**config.mk**
```make
export PLATFORM = sky130hd
export DESIGN_NAME = ctrv_fifo
export DESIGN_NICKNAME = d
export VERILOG_FILES = /design/src/sv/ctrv_pkg.sv /design/src/sv/ctrv_fifo.sv
export VERILOG_INCLUDE_DIRS = /design/src /design/src/sv
export SDC_FILE = /design/constraint.sdc
export NUM_CORES = 1
export LEC_CHECK = 0
export BUFFER_PORTS_ARGS = -buffer_cell sky130_fd_sc_hd__buf_2
export CAP_MARGIN = 25
export CORE_UTILIZATION = 50
export CTS_BUF_LIST = sky130_fd_sc_hd__clkbuf_8 sky130_fd_sc_hd__clkbuf_16
export CTS_CLUSTER_DIAMETER = 30
export DETAILED_ROUTE_END_ITERATION = 8
export PLACE_DENSITY = 0.77
export RECOVER_POWER = 25
export SETUP_SLACK_MARGIN = 0.15
export SYNTH_ARGS = -nofsm -noshare
export SYNTH_HDL_FRONTEND = slang
export SYNTH_SLANG_ARGS = --single-unit
```
**constraint.sdc**
```tcl
create_clock -name clk -period 10.84 [get_ports clk]
set_clock_uncertainty 0.15 [all_clocks]
set_input_delay 1.084 -clock clk [delete_from_list [all_inputs] [get_ports clk]]
set_output_delay 1.084 -clock clk [all_outputs]
set_load 0.02 [all_outputs]
```
**src/sv/assert_macros.svh**
```systemverilog
// Assertion helpers shared by the divider and the queue of the propagator.
`ifndef ASSERT_MACROS_SVH
`define ASSERT_MACROS_SVH

// Checked on every rising edge once reset has been released.
`define CTRV_ASSERT(label, prop) \
    label: assert property (@(posedge clk) disable iff (!rst_n) prop) \
        else $error("ctrv assertion failed");

// Checked on every rising edge, reset included.
`define CTRV_ASSERT_ALWAYS(label, prop) \
    label: assert property (@(posedge clk) prop) \
        else $error("ctrv assertion failed");

`endif

```
**src/sv/ctrv_pkg.sv**
```systemverilog
`timescale 1ns / 1ps

package ctrv_pkg;

    localparam int CNT_W         = 11;
    localparam int CORDIC_ITERS  = 24;
    localparam int SUBSTEP_FLOOR = 66;
    localparam longint CORDIC_GAIN_Q30 = 64'd652032874;

    localparam logic [1:0] REG_MAX_HORIZON = 2'd0;
    localparam logic [1:0] REG_TURN_FLOOR  = 2'd1;
    localparam logic [1:0] REG_SUBSTEP     = 2'd2;

    localparam logic [31:0] ATAN_TURN [0:CORDIC_ITERS-1] = '{
        32'h20000000, 32'h12E4051D, 32'h09FB385B, 32'h051111D4, 32'h028B0D43,
        32'h0145D7E1, 32'h00A2F61E, 32'h00517C55, 32'h0028BE53, 32'h00145F2F,
        32'h000A2F98, 32'h000517CC, 32'h00028BE6, 32'h000145F3, 32'h0000A2F9,
        32'h0000517C, 32'h000028BE, 32'h0000145F, 32'h00000A2F, 32'h00000517,
        32'h0000028B, 32'h00000145, 32'h000000A2, 32'h00000051
    };

    typedef struct packed {
        logic signed [31:0] pos_x;
        logic signed [31:0] pos_y;
        logic signed [15:0] heading;
        logic signed [15:0] speed;
        logic signed [23:0] turn_rate;
        logic signed [23:0] horizon;
    } in_item_t;

    typedef struct packed {
        logic signed [31:0] new_x;
        logic signed [31:0] new_y;
        logic signed [15:0] new_heading;
        logic               steps_clamped;
    } out_item_t;

    typedef struct packed {
        logic [22:0] max_horizon;
        logic [22:0] turn_rate_floor;
        logic [22:0] substep_limit;
    } cfg_t;

    // One propagation job; a step count of zero means the pose passes through.
    typedef struct packed {
        logic [31:0]       pos_x;
        logic [31:0]       pos_y;
        logic [15:0]       heading;
        logic signed [15:0] speed;
        logic [30:0]       step;
        logic [31:0]       dyaw;
        logic [CNT_W-1:0]  count;
        logic              clamped;
    } job_t;

    typedef struct packed {
        logic        start;
        logic [31:0] dividend;
        logic [23:0] divisor;
    } div_req_t;

    typedef struct packed {
        logic        done;
        logic [31:0] quotient;
    } div_rsp_t;

endpackage

```
**src/sv/ctrv_fifo.sv**
```systemverilog
`timescale 1ns / 1ps
`include "assert_macros.svh"

module ctrv_fifo (
    input  logic            clk,
    input  logic            rst_n,
    input  logic            push,
    input  ctrv_pkg::job_t  wr_data,
    output logic            full,
    input  logic            pop,
    output ctrv_pkg::job_t  rd_data,
    output logic            empty
);

    ctrv_pkg::job_t mem_reg [0:1];
    logic       wptr_reg, rptr_reg;
    logic [1:0] cnt_reg, cnt_next;

    assign full    = cnt_reg == 2'd2;
    assign empty   = cnt_reg == 2'd0;
    assign rd_data = mem_reg[rptr_reg];

    always_comb
    begin
        cnt_next = cnt_reg;
        if (push && !pop)
            cnt_next = cnt_reg + 2'd1;
        else if (pop && !push)
            cnt_next = cnt_reg - 2'd1;
    end

    always_ff @(posedge clk or negedge rst_n)
    begin
        if (!rst_n)
        begin
            wptr_reg <= 1'b0;
            rptr_reg <= 1'b0;
            cnt_reg  <= 2'd0;
        end
        else
        begin
            if (push)
                wptr_reg <= !wptr_reg;
            if (pop)
                rptr_reg <= !rptr_reg;
            cnt_reg <= cnt_next;
        end
    end

    always_ff @(posedge clk)
    begin
        if (push)
            mem_reg[wptr_reg] <= wr_data;
    end

    `CTRV_ASSERT(a_no_overflow, push |-> !full)
    `CTRV_ASSERT(a_no_underflow, pop |-> !empty)
    `CTRV_ASSERT_ALWAYS(a_count_range, cnt_reg != 2'd3)

endmodule

```
==> impl_results.md <==
- Post-synth EDFFs: around 340
- Kind of critical path: register to primary output
- Startpoint types: register
- R2R Path End: mem_reg[0][148]
- Mapped Area: roughly 13000 um2
- Die H: 162 um
- Synth Flop Type: edfxtp_1
- Share of layout cells above drive strength 1: 60.4%
- CP arrival: 3.64 ns
- Pre-antenna DRT Iters: 5
- P_sw: 1580 uW
- Die W: 162 um
- Seq/Total Area, Yosys: about four fifths
- Max_cap viols: 0
- Final setup vio count: 0
- Clock root buffer: clkbuf_16
- VDD IR max: 0.000176 V
- Critical Path End Type: primary output
- Worst Path Max Fanout: 64
- Largest net degree at the start of global routing: 77
- Peak Freq: 205 MHz
- Sequential fraction of design power: 35.2%
- First-pass GRT wire length: 37500 um
- Clock slew at reported path FFs: 0.05 ns
- Yosys top cell area share: between 70% and 80%
- ANT nets after route: 0
- Top-count cell post-synth: edfxtp_1
- Vias/cell: 4.97
- H-tree depth: 2
- Unrepaired setup endpoints after global routing: false
- Max reg flops: 342
- Final Hold Vio Count: 0
- Vias in the first global route: 6891
- Tmin final: 4.87 ns
- Worst-path cell chain: buf_4, buf_4, buf_16, mux2_2, buf_2
- Avg WL per Cell: 19.2 um
- Fin util: about two thirds
- Clk_lat worst skew: approximately 0.55 ns
- CP Launch Point: rptr_reg
- Worst R2R Setup Slack: 8.41 ns
- DR vias: ~6600
- Grt ovf: 0
- Fillers: 1632
- Core box area: 25200 um2
- Worst hold slack: 0.235 ns
- Pleak: a little under 0.007 uW
- Non-filler cells, final: 1333
- Sink Count: 346
- CTS buffer count: 60
- Mapped Cells: around 550
- Top cells by area, synth: edfxtp_1, mux2_4, mux2_2, buf_6, dfrtp_1
- P per Cell Area: 310 nW/um2
- Int Pwr: around 3800 uW
- # nets final: 1123
- Async set or reset register ratio after synthesis: under 10%
- Reg2reg start: wptr_reg
- Status: completed
- Post-synth top cells: edfxtp_1, mux2_2, mux2_4
- CTS max path bufs: 3
- Layout area overhead: 33.8%
- DRC: 0
- Worst-margin pin slew: 1.06 ns
- CTS tree: built
- Initial antenna violation count: 4
- GPL Wtd Cong: 0.765
- Port buffer count: 347
- Hpwl dp: 16100 um
- Gr usage total: 18.9%
- DIE AREA: 26300 um2
- Max-slew violation count: 0
- Setup TNS: 0 ns
- Setup repair bufs after CTS: 0
- Worst reg-to-reg path cell count: 2
- Top cell by count, worst path: buf_4
- Row count: 58
- Final Cycle Share: 44.9%
- Switching portion of total power: 29.6%
- Combinational Power Share: 26.9%
- Distinct cells, synth: 13
- Initial Util: 51.0%
- Hold WC Path Type: input pin to async pin
- Synth Net Count: 724
- I/O pin count: 348
- Synth Warn #: 0
- Slew headroom: between 20 and 30%
- Syn_area_per_cell: between 20 and 25 um2
- CP peak stage delay: 0.89 ns
- Post-synth top area cell: edfxtp_1
- Clk pwr share: between 30% and 40%
- Total wire length: about 26000 um
- Slowest cell on crit path: buf_4
- Number of DRC markers in iteration 0: 329
- Synth Register Bits: 346
- Placed Instances: 1212
- CTS hold repair buffers: 0
- Post-CTS Resized: 0
- Required time of the critical path: 9.61 ns
-- how the worst max path moves through the flow --
stage	slack [ns]	endpoint	depth (start not counted)
global placement	6.23	rd_data[59]	4
global route	5.81	rd_data[56]	5
floorplan	1.50	mem_reg[0][0]	1
CTS	5.64	rd_data[55]	4
finish	5.97	rd_data[55]	5
detailed placement	6.20	rd_data[55]	4
-- power groups by stage --
| stage | Combinational (uW) | Sequential (uW) | Clock, uW |
|---|---|---|---|
| detailed placement | 1430 | 1910 | 0 |
| floorplan | 1070 | 1910 | 0 |
| global route | 1520 | 1900 | 2110 |
| finish | 1440 | 1880 | 2020 |
| CTS | 1430 | 1880 | 2060 |
| global placement | 1420 | 1890 | 0 |
-- cell type report --
| cell class | instances | area (um2) | area share, % |
|---|---|---|---|
| Antenna cell | 4 | 10.0 | 0.0583 |
| Clock buffer | 62 | 1550 | 9.03 |
| Clock inverter | 52 | 686 | 3.99 |
| Inverter | 1 | 3.75 | 0.0219 |
| Multi-Input combinational cell | 182 | 2320 | 13.5 |
| Sequential cell | 346 | 10400 | 60.4 |
| Tap cell | 330 | 413 | 2.40 |
| Timing Repair Buffer | 356 | 1820 | 10.6 |
-- metal layers --
metal | vias to the layer above | global-route usage (%) | part of all wire, %
met1 | 3256 | 21.8 | 37
met2 | 303 | 32.1 | 51
met5 | - | 0 | 0.051
met3 | 44 | 6.79 | 9.4
li1 | 3023 | - | -
met4 | 2 | 7.55 | 2.5
-- cell families after synthesis --
group                    synth area share, %
multiplexers                            17.3
XOR/XNOR                               0.341
AND/OR/NAND/NOR                        0.205
buffers and inverters                   1.26
flip-flops                              80.8
adder cells (fa/ha/maj)               0.0974
-- placed cells by master, fill, tap and decap left out, types with 2 or more instances in the layout --
cell type   count
clkbuf_1       34
buf_4           6
inv_1           2
bufinv_16      13
inv_6           8
mux2_2         91
buf_2         313
dfrtp_1         3
buf_16          3
clkbuf_16      62
clkinv_4        7
xor2_1          4
mux2_4         80
clkinvlp_4      9
diode_2         4
edfxtp_1      342
clkinv_2        4
nor2_1          2
inv_8           3
clkinv_1        6
-- worst max-delay path: cells and delay by family, from the launching register on --
family	cells	cell delay (ns)
buffers and inverters	4	1.74
DFF	1	0.81
muxes	1	0.39
-- metrics by stage --
stage          setup WS, ns  area, um2  total power, uW
6_report               5.97      17200             5330
5_1_grt                5.81      17200             5530
4_1_cts                5.64      17100             5370
3_5_place_dp           6.20      14900             3330
3_3_place_gp           6.23      14900             3310
2_1_floorplan          1.50      12800             2980
(Power assumes the default switching activity.)
