[src/sv/assert_macros.svh]
// Assertion helpers shared by the divider and the queue of the propagator.
`ifndef ASSERT_MACROS_SVH
`define ASSERT_MACROS_SVH

// Checked on every rising edge once reset has been released.
`define CTRV_ASSERT(label, prop) \
    label: assert property (@(posedge clk) disable iff (!rst_n) prop) \
        else $error("ctrv assertion failed");

// Checked on every rising edge, reset included.
`define CTRV_ASSERT_ALWAYS(label, prop) \
    label: assert property (@(posedge clk) prop) \
        else $error("ctrv assertion failed");

`endif

[src/sv/ctrv_pkg.sv]
`timescale 1ns / 1ps

package ctrv_pkg;

    localparam int CNT_W         = 11;
    localparam int CORDIC_ITERS  = 24;
    localparam int SUBSTEP_FLOOR = 66;
    localparam longint CORDIC_GAIN_Q30 = 64'd652032874;

    localparam logic [1:0] REG_MAX_HORIZON = 2'd0;
    localparam logic [1:0] REG_TURN_FLOOR  = 2'd1;
    localparam logic [1:0] REG_SUBSTEP     = 2'd2;

    localparam logic [31:0] ATAN_TURN [0:CORDIC_ITERS-1] = '{
        32'h20000000, 32'h12E4051D, 32'h09FB385B, 32'h051111D4, 32'h028B0D43,
        32'h0145D7E1, 32'h00A2F61E, 32'h00517C55, 32'h0028BE53, 32'h00145F2F,
        32'h000A2F98, 32'h000517CC, 32'h00028BE6, 32'h000145F3, 32'h0000A2F9,
        32'h0000517C, 32'h000028BE, 32'h0000145F, 32'h00000A2F, 32'h00000517,
        32'h0000028B, 32'h00000145, 32'h000000A2, 32'h00000051
    };

    typedef struct packed {
        logic signed [31:0] pos_x;
        logic signed [31:0] pos_y;
        logic signed [15:0] heading;
        logic signed [15:0] speed;
        logic signed [23:0] turn_rate;
        logic signed [23:0] horizon;
    } in_item_t;

    typedef struct packed {
        logic signed [31:0] new_x;
        logic signed [31:0] new_y;
        logic signed [15:0] new_heading;
        logic               steps_clamped;
    } out_item_t;

    typedef struct packed {
        logic [22:0] max_horizon;
        logic [22:0] turn_rate_floor;
        logic [22:0] substep_limit;
    } cfg_t;

    // One propagation job; a step count of zero means the pose passes through.
    typedef struct packed {
        logic [31:0]       pos_x;
        logic [31:0]       pos_y;
        logic [15:0]       heading;
        logic signed [15:0] speed;
        logic [30:0]       step;
        logic [31:0]       dyaw;
        logic [CNT_W-1:0]  count;
        logic              clamped;
    } job_t;

    typedef struct packed {
        logic        start;
        logic [31:0] dividend;
        logic [23:0] divisor;
    } div_req_t;

    typedef struct packed {
        logic        done;
        logic [31:0] quotient;
    } div_rsp_t;

endpackage

[src/sv/ctrv_div.sv]
`timescale 1ns / 1ps
`include "assert_macros.svh"

module ctrv_div (
    input  logic                clk,
    input  logic                rst_n,
    input  ctrv_pkg::div_req_t  req,
    output ctrv_pkg::div_rsp_t  rsp
);

    logic [31:0] q_reg, q_next;
    logic [23:0] dsr_reg, dsr_next;
    logic [23:0] rem_reg, rem_next;
    logic [4:0]  cnt_reg, cnt_next;
    logic        busy_reg, busy_next;
    logic        done_reg, done_next;
    logic [24:0] shifted;
    logic        fits;

    // Restoring division, one quotient bit per cycle.
    always_comb
    begin
        shifted   = {rem_reg, q_reg[31]};
        fits      = shifted >= {1'b0, dsr_reg};
        q_next    = q_reg;
        dsr_next  = dsr_reg;
        rem_next  = rem_reg;
        cnt_next  = cnt_reg;
        busy_next = busy_reg;
        done_next = 1'b0;
        if (req.start)
        begin
            q_next    = req.dividend;
            dsr_next  = req.divisor;
            rem_next  = '0;
            cnt_next  = '0;
            busy_next = 1'b1;
        end
        else if (busy_reg)
        begin
            // The remainder stays below the divisor, so 24 bits always hold it.
            rem_next = fits ? 24'(shifted - {1'b0, dsr_reg}) : shifted[23:0];
            q_next   = {q_reg[30:0], fits};
            cnt_next = cnt_reg + 5'd1;
            if (cnt_reg == 5'd31)
            begin
                busy_next = 1'b0;
                done_next = 1'b1;
            end
        end
    end

    always_ff @(posedge clk or negedge rst_n)
    begin
        if (!rst_n)
        begin
            busy_reg <= 1'b0;
            done_reg <= 1'b0;
            cnt_reg  <= '0;
        end
        else
        begin
            busy_reg <= busy_next;
            done_reg <= done_next;
            cnt_reg  <= cnt_next;
        end
    end

    always_ff @(posedge clk)
    begin
        q_reg   <= q_next;
        dsr_reg <= dsr_next;
        rem_reg <= rem_next;
    end

    assign rsp.done     = done_reg;
    assign rsp.quotient = q_reg;

    `CTRV_ASSERT(a_div_start_idle, req.start |-> !busy_reg)

endmodule

[config.mk]
export PLATFORM = sky130hd
export DESIGN_NAME = ctrv_div
export DESIGN_NICKNAME = d
export VERILOG_FILES = /design/src/sv/ctrv_pkg.sv /design/src/sv/ctrv_div.sv
export VERILOG_INCLUDE_DIRS = /design/src /design/src/sv
export SDC_FILE = /design/constraint.sdc
export NUM_CORES = 1
export LEC_CHECK = 0
export ABC_CLOCK_PERIOD_IN_PS = 4900
export BUFFER_PORTS_ARGS = -buffer_cell sky130_fd_sc_hd__buf_2
export CORE_MARGIN = 5
export CORE_UTILIZATION = 29
export DETAILED_ROUTE_END_ITERATION = 10
export MAX_ROUTING_LAYER = met4
export PLACE_DENSITY = 0.45
export SYNTH_ARGS = -nofsm -noshare
export SYNTH_HDL_FRONTEND = slang
export SYNTH_SLANG_ARGS = --single-unit
[constraint.sdc]
create_clock -name clk -period 4.9 [get_ports clk]
set_input_delay 0.49 -clock clk [delete_from_list [all_inputs] [get_ports clk]]
set_output_delay 0.49 -clock clk [all_outputs]
set_load 0.01 [all_outputs]
==> flow_metrics.tcl <==
set metrics [dict create \
    initial_core_util_pct 29.2 \
    numCtsBuffers 9 \
    drv_cap 0 \
    min_from "req[0]" \
    syn_inst 452 \
    slew_headroom_pct 47.3 \
    yosysSeqAreaShare_pct 48.7 \
    antenna_found_initial 0 \
    cp.required_ns 5.13 \
    crit-reg2reg-launch "dsr_reg[18]" \
    gp_congestion 0.821 \
    min_period_ns 3.29 \
    finalMaxSlewViolations 0 \
    postSynth.asyncResetShare_pct 8.05 \
    crit_family "compound AO/OA/AOI/OAI gates" \
    setup_viol 0 \
    synth_top_area_cell "edfxtp_1" \
    final_area_um2 5780 \
    grt_pass1_vias 3794 \
    ys_warn_count 0 \
    hold_viol 0 \
    antennaDiodeCount 0 \
    avgSynthCellArea_um2 10.6 \
    portBuffers 91 \
    grt_remaining_overflow 0 \
    power_mw 1.77 \
    clock_latency_ns 0.35 \
    routed_wl_um 11600 \
    die_w_um 139 \
    cts_buffer_depth 2 \
    synth_common_cells "56 x edfxtp_1, 36 x inv_1, 33 x nor2_1, 32 x mux2_2, 32 x o21ai_0" \
    synth_top_area_share_pct 35.1 \
    hp-class "input port to register" \
    num_rows 47 \
    die-height_um 139 \
    vias 3675 \
    worstSetupPathType "register to register" \
    rsz0062_at_grt "false" \
    rr_endpoint "rem_reg[18]" \
    crit_path_cell_trace "inv_1 > ha_1 > nand4_2 > or4_1 > a211o_1 > a21oi_2 > buf_4 > o21ai_0 > a31oi_1 > nor3_1" \
    dp_hpwl_um 8450 \
    max_slew.worst_pin.slew_ns 0.791 \
    dr.pass1.iters 4 \
    grt_usage_pct 12.6 \
    vias_per_cell 4.79 \
    fin_crit_sh_pct 67.2 \
    drtIter0Drc 165 \
    ys.flop_type "edfxtp_1" \
    cts_tree "yes" \
    cp_max_fo 20 \
    largest_register_ff_count 32 \
    ys_ff_latch 87 \
    io_pins 92 \
    tns_ns 0 \
    crit_path_end_kind "register" \
    clock_skew_ns 0.0153 \
    synth_edf_count 56 \
    yosys-top-cells-area "edfxtp_1 35%, dfxtp_1 10%, mux2_2 7.5%" \
    clock-root-buffer "clkbuf_16" \
    synth_nets 538 \
    power.density_nw_per_um2 307 \
    timing.hold.ws_ns 0.306 \
    ir_worst_vdd_mv 0.168 \
    syn-cell-area_um2 4790 \
    core_region_area_um2 16400 \
    yosysMostFrequentCell "edfxtp_1" \
    areaGrowthSynthToFinish_pct 20.5 \
    placed_area_um2 5470 \
    layout.cells.non_filler 767 \
    path_buf_inv 2 \
    drc 0 \
    wl_per_cell_um 15.1 \
    drive_gt1_share_pct 26.9 \
    hold-path-endpoint "dsr_reg[0]" \
    startpoint "dsr_reg[18]" \
    grt_pass1_wl_um 19200 \
    critPathLaunchType "register" \
    grt_max_degree 58 \
    crit_arrival_ns 3.52 \
    leakagePower_nw 2.44 \
    max_clock_freq_ghz 0.304 \
    hold_path_depth 1 \
    ctsResizeCount 0 \
    ys_types 54 \
    cts_num_sinks 87 \
    clk_pin_slew_ns 0.07 \
    cp_slowest_stage_delay_ns 0.64 \
    worst-r2r-setup-slack_ns 1.61 \
    nNetsFinal 628 \
    status "finished clean" \
    place_inst 750 \
    crit_slowest_cell "a21oi_2" \
    final_antenna_net_count 0 \
    die_area_um2 19200 \
    htree_levels 3 \
    r2r_cells 10 \
]
## cells by family (layout without fill, tap and decap cells)
kind of cell               count (synthesis)  in the layout  share of synthesized area (%)
buffers and inverters                     53            148                           4.65
adders and majority gates                 27             27                           7.20
and+or+nand+nor                          110            110                           11.2
DFF                                       87             87                           48.7
AOI/OAI and AO/OA                        116            116                           15.5
xor gates and xnor gates                  17             17                           3.11
muxes                                     42             42                           9.60
## repair_timing
action	CTS	global route
setup buffers	0	0
endpoints found under the hold margin	7	0
hold buffers	1	0
## metal layers
metal,share of wire [%],GRT usage (%),vias to the layer above
li1,-,-,1830
met1,49,16.6,1733
met4,1.4,4.06,0
met2,44,18.7,104
met3,5.9,3.90,8
met5,0,-,-
## worst register-to-register path, stage by stage (launching register included)
cell and delay [ns]:
edfxtp_1 0.32, inv_1 0.04, ha_1 0.39, nand4_2 0.19
or4_1 0.54, a211o_1 0.28, a21oi_2 0.65, buf_4 0.41
o21ai_0 0.13, a31oi_1 0.17, nor3_1 0.06
## worst max-delay path by stage
stage	endpoint	cells past startpoint
finish	rem_reg[18]	10
floorplan	rem_reg[18]	11
CTS	rem_reg[11]	9
global placement	rem_reg[18]	10
detailed placement	rem_reg[18]	10
global route	rem_reg[13]	9
## per-stage QoR
| stage | utilization, % | setup WS [ns] |
|---|---|---|
| 2_1_floorplan | - | 2.15 |
| 3_3_place_gp | 33.3 | 1.63 |
| 3_5_place_dp | 33.3 | 1.55 |
| 4_1_cts | 35.2 | 1.53 |
| 5_1_grt | 35.2 | 1.32 |
| 6_report | 35.2 | 1.61 |
## cell usage in the layout (no fill, tap or decap), types with 4 or more instances in the layout
cell type / n
and3_1: 5
nor3_1: 7
dfxtp_1: 24
edfxtp_1: 56
mux2i_1: 10
nor2_1: 33
o21ai_0: 32
xor2_1: 5
xnor2_1: 12
mux2_2: 32
a21o_1: 5
and2_1: 6
dfrtp_1: 7
nand4_1: 4
buf_2: 90
a31oi_1: 4
a21oi_1: 27
o21bai_1: 4
nand2b_1: 6
a211oi_1: 13
o21a_1: 8
ha_1: 26
buf_4: 5
nor2b_1: 4
nand2_1: 29
clkbuf_16: 9
nand3_1: 5
inv_1: 36
## area by class of cell
type                    count  area, um2
clock buffers              10        229
flip-flops and latches     87       2340
clock inverters             6       68.8
repair buffers             96        498
well taps                 220        275
multi-input cells         312       2230
fillers                  1660      10600
inverters                  36        135
## power breakdown
group / switching (mW) / total [mW] / internal [mW]
clock network: 0.303 / 0.703 / 0.400
registers: 0.0228 / 0.857 / 0.834
logic: 0.113 / 0.214 / 0.101
(Power assumes the default switching activity.)
