File: src/sv/assert_macros.svh
// Assertion helpers shared by the divider and the queue of the propagator.
`ifndef ASSERT_MACROS_SVH
`define ASSERT_MACROS_SVH

// Checked on every rising edge once reset has been released.
`define CTRV_ASSERT(label, prop) \
    label: assert property (@(posedge clk) disable iff (!rst_n) prop) \
        else $error("ctrv assertion failed");

// Checked on every rising edge, reset included.
`define CTRV_ASSERT_ALWAYS(label, prop) \
    label: assert property (@(posedge clk) prop) \
        else $error("ctrv assertion failed");

`endif

File: src/sv/ctrv_pkg.sv
`timescale 1ns / 1ps

package ctrv_pkg;

    localparam int CNT_W         = 11;
    localparam int CORDIC_ITERS  = 24;
    localparam int SUBSTEP_FLOOR = 66;
    localparam longint CORDIC_GAIN_Q30 = 64'd652032874;

    localparam logic [1:0] REG_MAX_HORIZON = 2'd0;
    localparam logic [1:0] REG_TURN_FLOOR  = 2'd1;
    localparam logic [1:0] REG_SUBSTEP     = 2'd2;

    localparam logic [31:0] ATAN_TURN [0:CORDIC_ITERS-1] = '{
        32'h20000000, 32'h12E4051D, 32'h09FB385B, 32'h051111D4, 32'h028B0D43,
        32'h0145D7E1, 32'h00A2F61E, 32'h00517C55, 32'h0028BE53, 32'h00145F2F,
        32'h000A2F98, 32'h000517CC, 32'h00028BE6, 32'h000145F3, 32'h0000A2F9,
        32'h0000517C, 32'h000028BE, 32'h0000145F, 32'h00000A2F, 32'h00000517,
        32'h0000028B, 32'h00000145, 32'h000000A2, 32'h00000051
    };

    typedef struct packed {
        logic signed [31:0] pos_x;
        logic signed [31:0] pos_y;
        logic signed [15:0] heading;
        logic signed [15:0] speed;
        logic signed [23:0] turn_rate;
        logic signed [23:0] horizon;
    } in_item_t;

    typedef struct packed {
        logic signed [31:0] new_x;
        logic signed [31:0] new_y;
        logic signed [15:0] new_heading;
        logic               steps_clamped;
    } out_item_t;

    typedef struct packed {
        logic [22:0] max_horizon;
        logic [22:0] turn_rate_floor;
        logic [22:0] substep_limit;
    } cfg_t;

    // One propagation job; a step count of zero means the pose passes through.
    typedef struct packed {
        logic [31:0]       pos_x;
        logic [31:0]       pos_y;
        logic [15:0]       heading;
        logic signed [15:0] speed;
        logic [30:0]       step;
        logic [31:0]       dyaw;
        logic [CNT_W-1:0]  count;
        logic              clamped;
    } job_t;

    typedef struct packed {
        logic        start;
        logic [31:0] dividend;
        logic [23:0] divisor;
    } div_req_t;

    typedef struct packed {
        logic        done;
        logic [31:0] quotient;
    } div_rsp_t;

endpackage

File: src/sv/ctrv_front.sv
`timescale 1ns / 1ps

module ctrv_front #(
    parameter int MAX_SUBSTEPS = 64
) (
    input  logic                clk,
    input  logic                rst_n,
    input  logic                in_valid,
    output logic                in_stall,
    input  ctrv_pkg::in_item_t  in_data,
    input  ctrv_pkg::cfg_t      cfg,
    output logic                job_push,
    output ctrv_pkg::job_t      job_data,
    input  logic                job_full,
    output ctrv_pkg::div_req_t  div_req,
    input  ctrv_pkg::div_rsp_t  div_rsp
);

    typedef enum logic [4:0] {
        F_IDLE  = 5'b00001,
        F_DIVN  = 5'b00010,
        F_DIVS  = 5'b00100,
        F_MUL   = 5'b01000,
        F_PUSH  = 5'b10000
    } fstate_t;

    fstate_t state_reg, state_next;

    logic [31:0]        px_reg, py_reg;
    logic [15:0]        hd_reg;
    logic signed [15:0] spd_reg;
    logic [22:0]        dt_reg;
    logic signed [23:0] w_reg;
    logic [30:0]        step_reg;
    logic [31:0]        dyaw_reg;
    logic [ctrv_pkg::CNT_W-1:0] n_reg;
    logic               clamp_reg;

    logic               accept;
    logic               propagate;
    logic [22:0]        dt_clamped;
    logic [23:0]        abs_w;
    logic signed [23:0] w_eff;
    logic [22:0]        sub_len;
    logic [23:0]        ceil_num;
    logic               n_sat;
    logic [ctrv_pkg::CNT_W-1:0] n_val;
    logic signed [55:0] dyaw_prod;

    assign accept    = in_valid && (state_reg == F_IDLE);
    assign in_stall  = state_reg != F_IDLE;
    assign propagate = !in_data.horizon[23] && (in_data.horizon != 24'sd0);

    always_comb
    begin
        dt_clamped = (in_data.horizon[22:0] > cfg.max_horizon) ? cfg.max_horizon
                                                              : in_data.horizon[22:0];
        abs_w   = in_data.turn_rate[23] ? 24'(-in_data.turn_rate) : in_data.turn_rate;
        w_eff   = (abs_w < {1'b0, cfg.turn_rate_floor}) ? 24'sd0 : in_data.turn_rate;
        sub_len = (cfg.substep_limit < 23'(ctrv_pkg::SUBSTEP_FLOOR))
                  ? 23'(ctrv_pkg::SUBSTEP_FLOOR) : cfg.substep_limit;
        ceil_num = {1'b0, dt_clamped} + {1'b0, sub_len} - 24'd1;
        n_sat    = div_rsp.quotient > 32'(MAX_SUBSTEPS);
        if (n_sat)
            n_val = ctrv_pkg::CNT_W'(MAX_SUBSTEPS);
        else if (div_rsp.quotient == 32'd0)
            n_val = ctrv_pkg::CNT_W'(1);
        else
            n_val = div_rsp.quotient[ctrv_pkg::CNT_W-1:0];
        dyaw_prod = $signed(w_reg) * $signed({1'b0, step_reg});
    end

    always_comb
    begin
        div_req.start    = 1'b0;
        div_req.dividend = {8'd0, ceil_num};
        div_req.divisor  = {1'b0, sub_len};
        if (state_reg == F_DIVN)
        begin
            div_req.start    = div_rsp.done;
            div_req.dividend = {1'b0, dt_reg, 8'd0};
            div_req.divisor  = 24'(n_val);
        end
        else
        begin
            div_req.start = accept && propagate;
        end
    end

    always_comb
    begin
        state_next = state_reg;
        case (state_reg)
            F_IDLE: if (accept) state_next = propagate ? F_DIVN : F_PUSH;
            F_DIVN: if (div_rsp.done) state_next = F_DIVS;
            F_DIVS: if (div_rsp.done) state_next = F_MUL;
            F_MUL:  state_next = F_PUSH;
            F_PUSH: if (!job_full) state_next = F_IDLE;
            default: state_next = F_IDLE;
        endcase
    end

    always_ff @(posedge clk or negedge rst_n)
    begin
        if (!rst_n)
            state_reg <= F_IDLE;
        else
            state_reg <= state_next;
    end

    always_ff @(posedge clk)
    begin
        if (accept)
        begin
            px_reg    <= in_data.pos_x;
            py_reg    <= in_data.pos_y;
            hd_reg    <= in_data.heading;
            spd_reg   <= in_data.speed;
            dt_reg    <= dt_clamped;
            w_reg     <= w_eff;
            n_reg     <= '0;
            clamp_reg <= 1'b0;
            step_reg  <= '0;
            dyaw_reg  <= '0;
        end
        if (state_reg == F_DIVN && div_rsp.done)
        begin
            n_reg     <= n_val;
            clamp_reg <= n_sat;
        end
        if (state_reg == F_DIVS && div_rsp.done)
            step_reg <= div_rsp.quotient[30:0];
        if (state_reg == F_MUL)
            dyaw_reg <= dyaw_prod[47:16];
    end

    assign job_push         = (state_reg == F_PUSH) && !job_full;
    assign job_data.pos_x   = px_reg;
    assign job_data.pos_y   = py_reg;
    assign job_data.heading = hd_reg;
    assign job_data.speed   = spd_reg;
    assign job_data.step    = step_reg;
    assign job_data.dyaw    = dyaw_reg;
    assign job_data.count   = n_reg;
    assign job_data.clamped = clamp_reg;

endmodule

File: config.mk
export PLATFORM = sky130hd
export DESIGN_NAME = ctrv_front
export DESIGN_NICKNAME = d
export VERILOG_FILES = /design/src/sv/assert_macros.svh /design/src/sv/ctrv_pkg.sv /design/src/sv/ctrv_front.sv
export SDC_FILE = /design/constraint.sdc
export NUM_CORES = 2
export LEC_CHECK = 0
export BUFFER_PORTS_ARGS = -buffer_cell sky130_fd_sc_hd__buf_2
export CAP_MARGIN = 20
export CORE_MARGIN = 1
export CORE_UTILIZATION = 55
export DETAILED_ROUTE_END_ITERATION = 16
export GPL_ROUTABILITY_DRIVEN = 0
export PLACE_DENSITY = 0.91
export SLEW_MARGIN = 15
export SYNTH_ARGS = -nofsm -noshare
export SYNTH_HDL_FRONTEND = slang
export SYNTH_SLANG_ARGS = --single-unit
File: constraint.sdc
create_clock -name clk -period 6.7 [get_ports clk]
set_input_delay 1.005 -clock clk [delete_from_list [all_inputs] [get_ports clk]]
set_output_delay 1.005 -clock clk [all_outputs]
set_load 0.005 [all_outputs]
==> reports/qor_table.md <==
| Stage | Metric | This run |
| --- | --- | --- |
| outcome | Result of the run | complete, but fails checks |
| outcome | Failing checks | setup timing |
| synth | Number of warning messages in the yosys log | 0 |
| final layout | Share of layout cells above drive strength 1 | 24.98% |
| clock tree | Sinks on the clock net | 223 |
| synth | Seq cells post-synth | 223 |
| placement | Quantity of I/O buffers inserted on ports | 477 |
| grt | Number of antenna violations at the first check in global routing | 21 |
| sta | Slew headroom | 27.83% |
| critical path | Top fanout value on the critical path | 11 |
| sta | Smallest setup slack after layout | -1.318 ns |
| grt | Global router's overall resource usage | 37.31% |
| grt | Aggregate global routing overflow | 0 |
| final layout | Synth-to-Final Area Change | 21.86% |
| critical path | CP arrival | 7.01 ns |
| sta | Unrepaired setup endpoints after global routing | yes |
| floorplanning | Initial Util | 55.90% |
| clock tree | Worst-case clock buffer depth | 3 |
| critical path | Critical Path Max Stage Delay | 0.71 ns |
| clock tree | CTS H-tree lvls | 1 |
| final layout | Design Area, Final | 41350 µm² |
| routing | Mean number of vias per cell | 5.942 |
| synth | Area contributors post-synth | fa_1 (36%), edfxtp_1 (19%), ha_1 (9.4%) |
| sta | Final sum of negative setup slack | -16.04 ns |
| synth | Area share of the leading cell type in the synthesized netlist | 36.46% |
| floorplanning | Die Footprint | 62690 µm² |
| placement | Final HPWL DP | 89.04 mm |
| routing | Average wire length per cell after detail routing | 24.65 µm |
| clock tree | Clock latency reported for the late side of the worst-skew pair | 0.62 ns |
| routing | Drt initial violations | 3084 |
| clock tree | Number of buffers created by CTS | 27 |
| floorplanning | Number of top-level design ports | 480 |
| synth | Fraction of the yosys area taken by sequential cells | 19.67% |
| grt | Number of global-route vias before repair | 31386 |
| worst hold path | Type of the most critical hold path | input port to async pin |
| clock tree | Count of hold buffers inserted by post-cts repair | 0 |
| critical path | Register-to-register setup slack | -0.73 ns |
| grt | Maximum number of pins on one net before global-route repair | 83 |
| final layout | Nets | 5282 |
| critical path | Startpoint Class | input port |
| grt | First-pass GRT wire length | 175.1 mm |
| sta | Highest attainable clock frequency | 124.7 MHz |
| synth | Netlist area before placement | 33930 µm² |
| routing | Met1 routed wirelength after detailed routing | 35.84 mm |
| placement | Placed cell areas | 39010 µm² |
| routing | First drt pass iteration count | 9 |
| synth | Count of flip-flops with a built-in enable after synthesis | 218 |
| synth | Area leader, netlist | fa_1 |
| routing | Routed met3 length | 14.21 mm |
| floorplanning | Die W | 250.4 µm |
| sta | Final setup vio count | 36 |
| critical path | Cell with the biggest individual delay on the critical path | o21ai_1 |
| flow run | Max-cap violations | 0 |
| critical path | Worst endpoint required time | 5.69 ns |
| routing | Drt total wl | 122.5 mm |
| floorplanning | Std-Cell Core Area | 60700 µm² |
| critical path | Type of the worst setup path | input port to output port |
| sta | Tightest Pin Transition | 1.079 ns |
| sta | Final cycle utilization of the critical path | 119.7% |
| final layout | Share of the core filled with cells | 68.12% |
| clock tree | Worst-path clk slew | 0.06 ns |
| sta | Worst clock skew | 0.02479 ns |
| sta | Final-report max-slew violation count | 0 |
| routing | Detailed-routed wire length on met2 | 56.64 mm |
| clock tree | Clock tree from TritonCTS | done |
| synth | Most instantiated flip-flop cell in the synthesis netlist | edfxtp_1 |
| routing | Detailed-route DRC error count | 0 |
| floorplanning | Die height | 250.4 µm |
| routing | Remaining antenna violation count | 0 |
| routing | Total via count after detailed routing | 29543 |
| sta | Fin crit period | 8.018 ns |
| clock tree | Root Buffer | clkbuf_16 |
| routing | Uppermost routed layer | met5 |
| synth | Library cells used by synthesis | 66 |
| critical path | Sort of element at the end of the critical path | output port |
| floorplanning | Standard-cell row count | 90 |
| sta | Final hold viol count | 0 |
| synth | Cells after synthesis | 3475 |
| synth | Share of synthesized flip-flops with an asynchronous set or reset | 2.242% |
| synth | Syn avg cell area | 9.764 µm² |
==> repair_timing <==
action	CTS	global route
buffers inserted	19	34
pin swaps	48	115
setup endpoints to repair	37	42
gates cloned	2	2
resized for setup	102	105
==> routing by layer <==
metal	global-route usage, %	vias up
met1	37.96	14263
met3	9.935	987
li1	-	11902
met5	0	-
met2	61.67	2375
met4	36.49	16
==> Yosys cell counts, types with 33 or more instances <==
cell type and number:
inv_1 785, xnor2_1 60, a21o_1 33, nand2_1 429
edfxtp_1 218, a21oi_1 68, o21ai_0 41, clkbuf_1 152
nor2_1 95, ha_1 256, and2_1 387, fa_1 618
==> per-stage QoR <==
stage / cells / hold slack, ns / setup WS, ns
after global routing: 4969 / 0.1971 / -1.393
final: 4972 / 0.2011 / -1.318
after detailed placement: 4859 / 0.5244 / -0.6788
after global placement: 4859 / 0.5201 / -0.4917
after floorplan: 3480 / 0.5066 / -0.007309
after CTS: 4929 / 0.1822 / -0.4769
==> final timing paths <==
path,endpoint,start,cells past startpoint
hold reg to reg,state_reg[0],state_reg[0],2
setup reg to reg,dyaw_reg[27],step_reg[11],26
max in group asynchronous,state_reg[0],rst_n,1
hold / removal,state_reg[2],rst_n,1
setup / recovery,div_req[46],cfg[62],29
min in group clk,state_reg[0],state_reg[0],2
==> logic make-up after synthesis <==
family	after synthesis	share of synthesized area, %
muxes	48	1.501
buffers and inverters	948	10.54
adders and majority gates	874	45.90
xor gates and xnor gates	81	2.091
DFF	223	19.67
other	1	0.01105
and+or+nand+nor	1085	16.18
AOI/OAI and AO/OA	215	4.108
==> worst max-delay path: cells and delay by family <==
| kind | cells | cell delay (ns) |
|---|---|---|
| fa+ha+maj | 3 | 0.75 |
| xor+xnor | 1 | 0.10 |
| simple gates | 4 | 0.73 |
| compound gates | 13 | 3.04 |
| mux | 1 | 0.37 |
| buf+inv | 7 | 1.01 |
==> cell type report <==
| cell class | instances | area [µm²] |
|---|---|---|
| Timing Repair Buffer | 812 | 5216 |
| Clock buffer | 27 | 675.6 |
| Inverter | 785 | 2957 |
| Multi-Input combinational cell | 2309 | 24590 |
| Clock inverter | 23 | 230.2 |
| Tap cell | 782 | 978.4 |
| Fill cell | 3908 | 19350 |
| Sequential cell | 223 | 6673 |
| Antenna cell | 11 | 27.53 |
==> cell usage in the layout, fill, tap and decap left out, types with 14 or more instances in the layout <==
cell       instances
mux2i_1           18
nand4_1           16
nor2b_1           29
a21o_1            33
clkbuf_16         29
buf_6             21
buf_2            474
ha_1             238
mux2_2            23
and2_1           379
inv_2             20
nor4_1            23
buf_4            300
nand2b_1          21
nor2_1            93
edfxtp_1         218
nand2_1          425
xnor2_1           52
and3_1            14
ha_4              16
a21oi_2           16
o21ai_0           32
xor2_1            20
inv_1            763
a21oi_1           44
fa_1             602
fa_2              16
Power is not shown: default switching activity piles up to over one toggle a cycle in this logic, so the estimate is an artifact.
